### config.mk
export PLATFORM = sky130hd
export DESIGN_NAME = periodic_timer_bank_top
export DESIGN_NICKNAME = d
export VERILOG_FILES = /design/src/design/ptb_pkg.sv /design/src/design/ptb_table.sv /design/src/design/ptb_ctrl.sv /design/src/design/periodic_timer_bank_top.sv
export SDC_FILE = /design/constraint.sdc
export NUM_CORES = 1
export LEC_CHECK = 0
export ABC_AREA = 1
export BUFFER_PORTS_ARGS = -buffer_cell sky130_fd_sc_hd__buf_2
export CORE_MARGIN = 5
export CORE_UTILIZATION = 30
export DETAILED_ROUTE_END_ITERATION = 10
export MAX_ROUTING_LAYER = met4
export PLACE_DENSITY_LB_ADDON = 0.15
export SLEW_MARGIN = 20
export SYNTH_ARGS = -nofsm -noshare
export SYNTH_HDL_FRONTEND = slang
export SYNTH_HIERARCHICAL = 1
export SYNTH_SLANG_ARGS = --single-unit
### constraint.sdc
create_clock -name aclk -period 15.46 [get_ports aclk]
set_input_delay 0.773 -clock aclk [delete_from_list [all_inputs] [get_ports aclk]]
set_output_delay 0.773 -clock aclk [all_outputs]
set_load 0.1 [all_outputs]
### src/design/ptb_pkg.sv
`timescale 1ns / 1ps
`default_nettype none

package ptb_pkg;

    // Table geometry
    localparam int NUM_TIMERS  = 16;
    localparam int MAX_RESULTS = 16;
    localparam int IDX_W       = (NUM_TIMERS > 1) ? $clog2(NUM_TIMERS) : 1;
    localparam int CNT_W       = $clog2(MAX_RESULTS + 1);
    localparam int SLOT_W      = 4;
    localparam int DATA_W      = 32;

    // Input item modes
    localparam logic [1:0] MODE_CREATE = 2'd0;
    localparam logic [1:0] MODE_KILL   = 2'd1;
    localparam logic [1:0] MODE_TICK   = 2'd2;

    // Result kinds
    localparam logic [1:0] KIND_CREATED = 2'd0;
    localparam logic [1:0] KIND_FULL    = 2'd1;
    localparam logic [1:0] KIND_KILLED  = 2'd2;
    localparam logic [1:0] KIND_EXPIRY  = 2'd3;

    typedef enum logic [2:0] {
        ST_IDLE,
        ST_CREATE,
        ST_KILL,
        ST_TICK,
        ST_FLUSH
    } state_t;

    typedef enum logic [2:0] {
        OP_NONE,
        OP_CREATE,
        OP_KILL,
        OP_DEC,
        OP_RELOAD
    } tbl_op_t;

    // Command from sequencer to table
    typedef struct packed {
        tbl_op_t             op;
        logic [IDX_W-1:0]    idx;
        logic [SLOT_W-1:0]   slot;
        logic [DATA_W-1:0]   timeout;
        logic [DATA_W-1:0]   tag;
    } tbl_cmd_t;

    // Table read-back at the walked slot
    typedef struct packed {
        logic                in_use;
        logic                zero;
        logic [DATA_W-1:0]   tag;
    } tbl_rd_t;

    // Result pushed into the output register
    typedef struct packed {
        logic                valid;
        logic [1:0]          kind;
        logic [SLOT_W-1:0]   slot;
        logic [DATA_W-1:0]   tag;
        logic                last;
    } res_t;

endpackage

`default_nettype wire

### src/design/ptb_table.sv
`timescale 1ns / 1ps
`default_nettype none

module ptb_table (
    input  wire logic              aclk,
    input  wire logic              aresetn,
    input  wire ptb_pkg::tbl_cmd_t cmd,
    output ptb_pkg::tbl_rd_t       rd
);

    logic [ptb_pkg::NUM_TIMERS-1:0] in_use_reg;
    logic [ptb_pkg::DATA_W-1:0]     reload_reg    [ptb_pkg::NUM_TIMERS];
    logic [ptb_pkg::DATA_W-1:0]     remaining_reg [ptb_pkg::NUM_TIMERS];
    logic [ptb_pkg::DATA_W-1:0]     tag_reg       [ptb_pkg::NUM_TIMERS];
    logic [ptb_pkg::DATA_W-1:0]     rem_cur;
    logic                           kill_in_range;

    // Shared countdown unit reads the walked slot
    assign rem_cur       = remaining_reg[cmd.idx];
    assign rd.in_use     = in_use_reg[cmd.idx];
    assign rd.zero       = (rem_cur == '0);
    assign rd.tag        = tag_reg[cmd.idx];
    assign kill_in_range = ({1'b0, cmd.slot} < (ptb_pkg::SLOT_W + 1)'(ptb_pkg::NUM_TIMERS))
                           || (ptb_pkg::NUM_TIMERS > 16);

    // Track occupied slots
    always_ff @(posedge aclk) begin
        if (!aresetn) begin
            in_use_reg <= '0;
        end else begin
            case (cmd.op)
                ptb_pkg::OP_CREATE: in_use_reg[cmd.idx] <= 1'b1;
                ptb_pkg::OP_KILL: begin
                    if (kill_in_range) begin
                        in_use_reg[ptb_pkg::IDX_W'(cmd.slot)] <= 1'b0;
                    end
                end
                default: ;
            endcase
        end
    end

    // Load, count down or reload the slot data
    always_ff @(posedge aclk) begin
        case (cmd.op)
            ptb_pkg::OP_CREATE: begin
                reload_reg[cmd.idx]    <= cmd.timeout;
                remaining_reg[cmd.idx] <= cmd.timeout;
                tag_reg[cmd.idx]       <= cmd.tag;
            end
            ptb_pkg::OP_DEC:    remaining_reg[cmd.idx] <= rem_cur - ptb_pkg::DATA_W'(1);
            ptb_pkg::OP_RELOAD: remaining_reg[cmd.idx] <= reload_reg[cmd.idx];
            default: ;
        endcase
    end

endmodule

`default_nettype wire

### src/design/ptb_ctrl.sv
`timescale 1ns / 1ps
`default_nettype none

module ptb_ctrl (
    input  wire logic                       aclk,
    input  wire logic                       aresetn,
    input  wire logic                       s_valid,
    output logic                            s_ready,
    input  wire logic [1:0]                 s_mode,
    input  wire logic [ptb_pkg::SLOT_W-1:0] s_slot,
    input  wire logic [ptb_pkg::DATA_W-1:0] s_timeout,
    input  wire logic [ptb_pkg::DATA_W-1:0] s_tag,
    input  wire logic                       out_free,
    input  wire ptb_pkg::tbl_rd_t           tbl_rd,
    output ptb_pkg::tbl_cmd_t               tbl_cmd,
    output ptb_pkg::res_t                   push
);

    ptb_pkg::state_t                state_reg, state_next;
    logic [ptb_pkg::IDX_W-1:0]      idx_reg, idx_next;
    logic [ptb_pkg::SLOT_W-1:0]     slot_reg, slot_next;
    logic [ptb_pkg::DATA_W-1:0]     timeout_reg, timeout_next;
    logic [ptb_pkg::DATA_W-1:0]     tag_reg, tag_next;
    logic                           pend_valid_reg, pend_valid_next;
    logic [ptb_pkg::SLOT_W-1:0]     pend_slot_reg, pend_slot_next;
    logic [ptb_pkg::DATA_W-1:0]     pend_tag_reg, pend_tag_next;
    logic [ptb_pkg::CNT_W-1:0]      cnt_reg, cnt_next;

    logic accept;
    logic last_idx;
    logic expire;
    logic capture;
    logic tick_go;

    assign s_ready  = (state_reg == ptb_pkg::ST_IDLE);
    assign accept   = s_valid && s_ready;
    assign last_idx = (idx_reg == ptb_pkg::IDX_W'(ptb_pkg::NUM_TIMERS - 1));
    assign expire   = tbl_rd.in_use && tbl_rd.zero;
    assign capture  = (cnt_reg < ptb_pkg::CNT_W'(ptb_pkg::MAX_RESULTS));
    // Stall only when a held expiry must leave before a new one is held
    assign tick_go  = !(expire && capture && pend_valid_reg && !out_free);

    // Next state
    always_comb begin
        state_next = state_reg;
        unique case (state_reg)
            ptb_pkg::ST_IDLE: begin
                if (accept) begin
                    case (s_mode)
                        ptb_pkg::MODE_CREATE: state_next = ptb_pkg::ST_CREATE;
                        ptb_pkg::MODE_KILL:   state_next = ptb_pkg::ST_KILL;
                        ptb_pkg::MODE_TICK:   state_next = ptb_pkg::ST_TICK;
                        default:              state_next = ptb_pkg::ST_IDLE;
                    endcase
                end
            end
            ptb_pkg::ST_CREATE,
            ptb_pkg::ST_KILL: begin
                if (push.valid) begin
                    state_next = ptb_pkg::ST_IDLE;
                end
            end
            ptb_pkg::ST_TICK: begin
                if (tick_go && last_idx) begin
                    state_next = ptb_pkg::ST_FLUSH;
                end
            end
            ptb_pkg::ST_FLUSH: begin
                if (!pend_valid_reg || out_free) begin
                    state_next = ptb_pkg::ST_IDLE;
                end
            end
            default: state_next = ptb_pkg::ST_IDLE;
        endcase
    end

    // Table commands and result pushes
    always_comb begin
        tbl_cmd.op      = ptb_pkg::OP_NONE;
        tbl_cmd.idx     = idx_reg;
        tbl_cmd.slot    = slot_reg;
        tbl_cmd.timeout = timeout_reg;
        tbl_cmd.tag     = tag_reg;
        push            = '0;
        unique case (state_reg)
            ptb_pkg::ST_CREATE: begin
                if (!tbl_rd.in_use) begin
                    if (out_free) begin
                        tbl_cmd.op = ptb_pkg::OP_CREATE;
                        push.valid = 1'b1;
                        push.kind  = ptb_pkg::KIND_CREATED;
                        push.slot  = ptb_pkg::SLOT_W'(idx_reg);
                        push.last  = 1'b1;
                    end
                end else if (last_idx && out_free) begin
                    push.valid = 1'b1;
                    push.kind  = ptb_pkg::KIND_FULL;
                    push.last  = 1'b1;
                end
            end
            ptb_pkg::ST_KILL: begin
                if (out_free) begin
                    tbl_cmd.op = ptb_pkg::OP_KILL;
                    push.valid = 1'b1;
                    push.kind  = ptb_pkg::KIND_KILLED;
                    push.slot  = slot_reg;
                    push.last  = 1'b1;
                end
            end
            ptb_pkg::ST_TICK: begin
                if (tbl_rd.in_use && !tbl_rd.zero) begin
                    tbl_cmd.op = ptb_pkg::OP_DEC;
                end else if (expire && tick_go) begin
                    tbl_cmd.op = ptb_pkg::OP_RELOAD;
                    // Release the held expiry, it is not the final one
                    if (capture && pend_valid_reg) begin
                        push.valid = 1'b1;
                        push.kind  = ptb_pkg::KIND_EXPIRY;
                        push.slot  = pend_slot_reg;
                        push.tag   = pend_tag_reg;
                    end
                end
            end
            ptb_pkg::ST_FLUSH: begin
                if (pend_valid_reg && out_free) begin
                    push.valid = 1'b1;
                    push.kind  = ptb_pkg::KIND_EXPIRY;
                    push.slot  = pend_slot_reg;
                    push.tag   = pend_tag_reg;
                    push.last  = 1'b1;
                end
            end
            default: ;
        endcase
    end

    // Walk index, latched item and held expiry
    always_comb begin
        idx_next        = idx_reg;
        slot_next       = slot_reg;
        timeout_next    = timeout_reg;
        tag_next        = tag_reg;
        pend_valid_next = pend_valid_reg;
        pend_slot_next  = pend_slot_reg;
        pend_tag_next   = pend_tag_reg;
        cnt_next        = cnt_reg;
        if (accept) begin
            idx_next        = '0;
            slot_next       = s_slot;
            timeout_next    = s_timeout;
            tag_next        = s_tag;
            pend_valid_next = 1'b0;
            cnt_next        = '0;
        end else if (state_reg == ptb_pkg::ST_CREATE) begin
            if (tbl_rd.in_use && !last_idx) begin
                idx_next = idx_reg + ptb_pkg::IDX_W'(1);
            end
        end else if (state_reg == ptb_pkg::ST_TICK) begin
            if (tick_go) begin
                idx_next = idx_reg + ptb_pkg::IDX_W'(1);
                if (expire && capture) begin
                    pend_valid_next = 1'b1;
                    pend_slot_next  = ptb_pkg::SLOT_W'(idx_reg);
                    pend_tag_next   = tbl_rd.tag;
                    cnt_next        = cnt_reg + ptb_pkg::CNT_W'(1);
                end
            end
        end
    end

    // Hold control state
    always_ff @(posedge aclk) begin
        if (!aresetn) begin
            state_reg      <= ptb_pkg::ST_IDLE;
            idx_reg        <= '0;
            pend_valid_reg <= 1'b0;
            cnt_reg        <= '0;
        end else begin
            state_reg      <= state_next;
            idx_reg        <= idx_next;
            pend_valid_reg <= pend_valid_next;
            cnt_reg        <= cnt_next;
        end
    end

    // Hold payload
    always_ff @(posedge aclk) begin
        slot_reg      <= slot_next;
        timeout_reg   <= timeout_next;
        tag_reg       <= tag_next;
        pend_slot_reg <= pend_slot_next;
        pend_tag_reg  <= pend_tag_next;
    end

    // A push never lands on an occupied output register
    a_push_free: assert property (@(posedge aclk) disable iff (!aresetn)
        push.valid |-> out_free)
        else $error("result pushed while output register busy");

    // Reported expiries stay within the limit
    a_cnt_limit: assert property (@(posedge aclk) disable iff (!aresetn)
        cnt_reg <= ptb_pkg::CNT_W'(ptb_pkg::MAX_RESULTS))
        else $error("expiry count beyond limit");

    // The final result of an item returns the sequencer to idle
    a_last_idle: assert property (@(posedge aclk) disable iff (!aresetn)
        push.valid && push.last |=> state_reg == ptb_pkg::ST_IDLE)
        else $error("sequencer busy after final result");

    // A create only claims a free slot
    a_create_free: assert property (@(posedge aclk) disable iff (!aresetn)
        tbl_cmd.op == ptb_pkg::OP_CREATE |-> !tbl_rd.in_use)
        else $error("create claimed an occupied slot");

endmodule

`default_nettype wire

### src/design/periodic_timer_bank_top.sv
// Periodic timer bank: NUM_TIMERS countdown slots walked by one shared countdown unit.
// Kill: one KILLED result; create: lowest-slot scan, giving CREATED or FULL.
// Tick: walks every slot, then a flush state releases the final held expiry.
// One item at a time, taken in idle; a result waiting in the output register stalls
// create, kill and flush, and stalls the walk only when a new expiry must be held.
// Reset (aresetn low, synchronous) frees every slot and empties the output register.
`timescale 1ns / 1ps
`default_nettype none

module periodic_timer_bank_top (
    input  wire logic                       aclk,
    input  wire logic                       aresetn,
    input  wire logic                       s_valid,
    output logic                            s_ready,
    input  wire logic [1:0]                 s_mode,
    input  wire logic [ptb_pkg::SLOT_W-1:0] s_slot,
    input  wire logic [ptb_pkg::DATA_W-1:0] s_timeout,
    input  wire logic [ptb_pkg::DATA_W-1:0] s_tag,
    output logic                            m_valid,
    input  wire logic                       m_ready,
    output logic [1:0]                      m_kind,
    output logic [ptb_pkg::SLOT_W-1:0]      m_slot_out,
    output logic [ptb_pkg::DATA_W-1:0]      m_tag_out,
    output logic                            m_last
);

    ptb_pkg::tbl_cmd_t              tbl_cmd;
    ptb_pkg::tbl_rd_t               tbl_rd;
    ptb_pkg::res_t                  push;
    logic                           out_free;
    logic                           m_valid_reg;
    logic [1:0]                     m_kind_reg;
    logic [ptb_pkg::SLOT_W-1:0]     m_slot_reg;
    logic [ptb_pkg::DATA_W-1:0]     m_tag_reg;
    logic                           m_last_reg;

    assign out_free = !m_valid_reg || m_ready;

    ptb_ctrl u_ctrl (
        .aclk      (aclk),
        .aresetn   (aresetn),
        .s_valid   (s_valid),
        .s_ready   (s_ready),
        .s_mode    (s_mode),
        .s_slot    (s_slot),
        .s_timeout (s_timeout),
        .s_tag     (s_tag),
        .out_free  (out_free),
        .tbl_rd    (tbl_rd),
        .tbl_cmd   (tbl_cmd),
        .push      (push)
    );

    ptb_table u_table (
        .aclk    (aclk),
        .aresetn (aresetn),
        .cmd     (tbl_cmd),
        .rd      (tbl_rd)
    );

    // Output register valid: load on push, drop on take
    always_ff @(posedge aclk) begin
        if (!aresetn) begin
            m_valid_reg <= 1'b0;
        end else if (push.valid) begin
            m_valid_reg <= 1'b1;
        end else if (m_ready) begin
            m_valid_reg <= 1'b0;
        end
    end

    // Output register payload
    always_ff @(posedge aclk) begin
        if (push.valid) begin
            m_kind_reg <= push.kind;
            m_slot_reg <= push.slot;
            m_tag_reg  <= push.tag;
            m_last_reg <= push.last;
        end
    end

    assign m_valid    = m_valid_reg;
    assign m_kind     = m_kind_reg;
    assign m_slot_out = m_slot_reg;
    assign m_tag_out  = m_tag_reg;
    assign m_last     = m_last_reg;

endmodule

`default_nettype wire
### Word-level counts from Yosys, hierarchy flattened

Memories as Yosys holds them, arrays and structs flattened. A register that Yosys moved wholly into a read port is not among the register bits.
Index checks and enable logic that the tools add are counted.

| operators by class | value |
|---|---|
| shift-type cells | 0 |
| eq/ne operators | 17 |
| multiplexer cells | 52 |
| $add $sub $neg | 3 |
| div/mod/pow operators | 0 |
| multiply operators | 0 |
| $lt $le $gt $ge | 5 |
| bitwise gates (word level) | 9 |
| reductions and logical operators | 34 |

Operator list:

| kind | number |
|---|---|
| $mux W39 | 3 |
| $mux W32 | 2 |
| $pmux W32 S2 | 1 |
| $mux W40 | 1 |
| $mux W4 | 9 |
| $logic_not A32 Y1 | 1 |
| $pmux W16 S2 | 1 |
| $sub A32 B1 Y32 const B | 1 |
| $pmux W7 S4 | 1 |
| $mux W3 | 9 |
| $and A16 B16 Y16 | 1 |
| $not A16 Y16 | 1 |
| $or A16 B16 Y16 | 1 |
| $mux W1 | 15 |
| $logic_and A1 B1 Y1 | 14 |
| $mux W7 | 2 |
| $eq A3 B2 Y1 const B | 4 |
| $pmux W3 S4 | 1 |
| $lt A4 B5 Y1 const B | 2 |
| $pmux W3 S3 | 1 |
| $demux W1 S4 | 2 |
| $ge A4 B1 Y1 const B | 2 |
| $ne A2 B2 Y1 const B | 4 |
| $reduce_and A4 Y1 | 2 |
| other kinds (23) | 39 |

| storage, ports and cells | value |
|---|---|
| memories | 3 |
| bits in latches | 0 |
| bits in registers | 141 |
| bits in writable memories | 1536 |
| bits in read-only memories | 0 |

Memories:

| name | depth | width | rd ports | clocked after Yosys merged registers in | write ports | RTL line | RTL |
|---|---|---|---|---|---|---|---|
| u_table.reload_reg | 16 | 32 | 1 | 1 | 1 | ptb_table.sv:12 | `logic [ptb_pkg::DATA_W-1:0] reload_reg [ptb_pkg::NUM_TIMERS];` |
| u_table.remaining_reg | 16 | 32 | 1 | 1 | 1 | ptb_table.sv:13 | `logic [ptb_pkg::DATA_W-1:0] remaining_reg [ptb_pkg::NUM_TIMERS];` |
| u_table.tag_reg | 16 | 32 | 1 | 1 | 1 | ptb_table.sv:14 | `logic [ptb_pkg::DATA_W-1:0] tag_reg [ptb_pkg::NUM_TIMERS];` |

### Depth between registers and ports, before layout

| depth | value |
|---|---|
| depth in word-level cells | 16 |
| gate-level depth with buffers | 31 |

### Cells and area by module

Netlist, hierarchy kept.

By module, submodules not included:

| module | cells an instance | area each (µm²) | instances | sequential area each (µm²) |
|---|---|---|---|---|
| ptb_table | 4277 | 60062.6 | 1 | 46444.5 |
| ptb_ctrl | 312 | 4350.4 | 1 | 3383.2 |
| periodic_timer_bank_top | 45 | 1217.4 | 1 | 1191.1 |

### Least setup slack after synthesis

Ideal clock, no wire load.

| timing | value |
|---|---|
| kind | reg-to-reg |
| from | reg u_ctrl/idx_reg[0] in the netlist's numbering |
| to | mem u_table/reload_reg[12][0] in the netlist's numbering, enable pin |
| setup slack | 9.224 ns |
| required time | 14.973 ns |
| cell stages (with the launch flop) | 27 |
| arrival time | 5.750 ns |
| cells stage by stage | dfxtp_1 > buf_6 > nor2_8 > buf_2 > nand2_1 > nand4_1 > nand2_1 > nand2_1 > inv_1 > nand2_1 > inv_1 > ha_1 > inv_1 > nor2_4 > nand2_1 > nor2_2 > nand2_1 > nor3_1 > nand2_1 > nor2_4 > nand2_2 > nand2_2 > nor2_1 > inv_1 > nand3_1 > clkbuf_1 > nor2_1 |

RTL lines:

| what | RTL line | RTL |
|---|---|---|
| from (decl) | ptb_ctrl.sv:20 | `logic [ptb_pkg::IDX_W-1:0] idx_reg, idx_next;` |
| from (signal assigned) | ptb_ctrl.sv:180 | `idx_reg <= idx_next;` |
| to (decl) | ptb_table.sv:12 |  |

==> qor.yml <==
floorplanning:
  io-pin-count: 115
  die_h_um: 478
  die_x_um: 478
  placeableCoreArea_mm2: 0.217
  dieArea_mm2: 0.228
  initial_core_util_pct: 30.2
  rows: 171
sta:
  period_share_pct: 56.6
  slew_violations: 0
  hold_slack_ns: 0.125
  setup_viol: 0
  worstMarginPinSlew_ns: 1.16
  period_minus_slack_ns: 8.75
  hold_violations: 0
  rsz0062_at_grt: "false"
  slew_headroom_pct: 21.6
  max_freq_mhz: 114
  final.setup.tns_ns: 0
  fin_skew_ns: 0.0512
power_and_ir_drop:
  ir_worst_vdd_v: 0.000105
  power_w: 0.0113
  power.density_mw_per_mm2: 150
  clkPwrFrac_pct: 37.8
  p_switching_w: 0.00312
  switching_share_pct: 27.5
  p_seq_share_pct: 50.1
  p_int_w: 0.00821
  combPwrFrac_pct: 12.0
  power.leakage_nw: 25.1
routing:
  remaining_drc_errors: 0
  drt-pass1-iter-count: 5
  wirelength_mm: 197
  wl_per_cell_um: 25.3
  antenna_left: 0
  drtIter0Drc: 3221
  vias: 38900
  viasPerCell: 4.98
global_route:
  grt-busiest-layer: "met2"
  grt_usage_pct: 17.4
  grt_pass1_vias: 39100
  grtUsageMet1_pct: 24.4
  overflow: 0
  grt_util_met3_pct: 3.07
  grt_start_max_net_pins: 134
  met2_usage_pct: 26.4
  grt_pass1_wl_mm: 285
  antenna_found_initial: 11
clock_tree:
  cts_buffers: 189
  cts_resized: 0
  cts_max_level: 4
  clkSlewWorstSetupHoldPaths_ns: 0.06
  post-cts-setup-buffers: 0
  cts-root-buf: "clkbuf_16"
  clockBufferDepth: 3
  clock_sink_count: 1709
  clk_latency_ns: 0.83
  ctsHoldBuffers: 0
  cts_tree: "yes"
placed_design:
  port_buffers: 114
  gp_congestion: 0.793
  post-dp-hpwl_mm: 103
  dpl-instance-area_mm2: 0.0697
synth:
  netlist.area_leader.share_pct: 76.8
  synth_edf_count: 1679
  yosysSeqAreaShare_pct: 77.7
  synthTopCellsByArea: "edfxtp_1 (77%), nand2_1 (7.1%), a22oi_1 (6.0%)"
  synth_nets: 4714
  synthFlopType: "edfxtp_1"
  ys_warn_count: 6
  synth-seq-cells: 1709
  syn_area_mm2: 0.0656
  synth_area_per_cell_um2: 14.2
  synth_cell_types: 46
  synth_cells: 4634
  async_flop_share_pct: 0
  yosysTopAreaCell: "edfxtp_1"
  ys_top_cells_by_count: "edfxtp_1 (1679), nand2_1 (1241), a22oi_1 (528)"
  yosysMostFrequentCell: "edfxtp_1"
critical_path:
  ff2ff_path_depth: 24
  rr_startpoint: "u_ctrl/idx_reg[0]"
  endpoint: "u_table/reload_reg[11][12]"
  startpoint: "u_ctrl/idx_reg[0]"
  startpoint_type: "flop"
  worstPathMaxFanout: 58
  arrival_ns: 9.18
  rrSetupSlack_ns: 6.71
  reg2reg_to: "u_table/reload_reg[11][12]"
  timing_worst_setup_path_type: "reg -> reg"
  crit_path_end_kind: "flop"
  required_ns: 15.89
min_path:
  hold_start: "s_tag[5]"
  hold_path.class: "in -> reg"
cells_and_area:
  ff_latch_area_mm2: 0.0510
  nFillCells: 21100
  fin_area_mm2: 0.0757
  syn_to_final_growth_pct: 15.3
  drive_gt1_share_pct: 11.9
  multi_input_area_mm2: 0.0133
  nets: 4882
job:
  drv_cap: 0
run_status:
  status: "completed"
[critical path: stages, from the launching register on]
cell and delay (ns):
dfxtp_4 0.82, buf_4 0.57, nor2_8 0.09, buf_4 0.36
buf_4 0.55, nand2_1 0.16, nand3_1 0.08, nand2_1 0.06
nand2_1 0.06, nor2_1 0.34, nand2_1 0.14, nor2_2 0.17
nand2_1 0.12, nor2_2 0.15, nand2_1 0.07, nor3_1 0.78
nand2_1 0.25, nor2_4 0.23, nand2_2 0.09, nand2_2 0.08
nor2_1 0.08, inv_1 0.17, nand3_2 0.76, nor2_4 1.05
buf_4 0.81
[metrics by stage]
stage                     setup slack (ns)  util (%)  instances
after floorplan                       9.22         -       4634
after global placement                6.70      32.1       7464
after detailed placement              6.55      32.1       7464
after CTS                             6.54      34.8       7810
after global routing                  6.06      34.8       7813
final                                 6.71      34.8       7814
[layout by cell type (no fill, tap or decap), types with 5 or more instances in the layout]
master     count
o21ai_1        7
clkbuf_1      56
buf_2        114
xor2_1         9
o41ai_1       16
nand2_2        7
o21ai_0       28
edfxtp_1    1679
inv_2         10
dfxtp_1       28
buf_4        106
nand4_1       32
a22oi_1      528
or4_1         33
nor2_4        43
nor2_2        19
clkinv_1      51
inv_1        110
bufinv_16      9
nor3_1         7
nor2_1       125
clkinv_2      26
nand3_1       86
ha_1           6
nand2_1     1239
a211oi_1      16
inv_6          5
clkbuf_16    191
o41ai_2        8
a21oi_1      296
[metal layers]
layer | wire length, µm | share of wire (%)
met1 | 92900 | 47
met2 | 89600 | 45
met3 | 10400 | 5.3
met4 | 4430 | 2.2
met5 | 0 | 0
[worst min path at each step]
stage                                         end  slack (ns)  cells past startpoint
after floorplan           u_ctrl/pend_slot_reg[1]        0.46                      0
after global placement          u_ctrl/cnt_reg[1]        0.48                      2
after detailed placement        u_ctrl/cnt_reg[1]        0.48                      2
after CTS                   u_ctrl/timeout_reg[7]        0.04                      1
after global routing       u_ctrl/timeout_reg[26]        0.06                      1
final                           u_ctrl/tag_reg[5]        0.13                      1
[cell type report]
cell class                 count  area share [%]
tap                         2854            4.72
inverter                     127           0.660
timing repair buffer         222            1.87
multi-input combinational   2553            17.6
clock inverter                97            1.09
clock buffer                 249            6.63
antenna                        3         0.00992
sequential                  1709            67.4
[power by group through the flow]
stage	registers, W	clock network (W)	logic [W]
floorplan	0.00596	0	0.000627
global placement	0.00577	0	0.00137
detailed placement	0.00578	0	0.00138
CTS	0.00568	0.00441	0.00138
global route	0.00570	0.00462	0.00148
finish	0.00568	0.00429	0.00136
[logic make-up (layout without fill, tap and decap cells)]
kind of cell,count (synthesis),in the layout,synth area share (%)
compound gates,922,922,9.31
buf+inv,372,695,2.64
other cells,0,3,0
fa+ha+maj,6,6,0.114
simple gates,1615,1615,10.1
xor+xnor,10,10,0.133
flops,1709,1709,77.7
No activity file was read; power rests on OpenSTA's default activity.
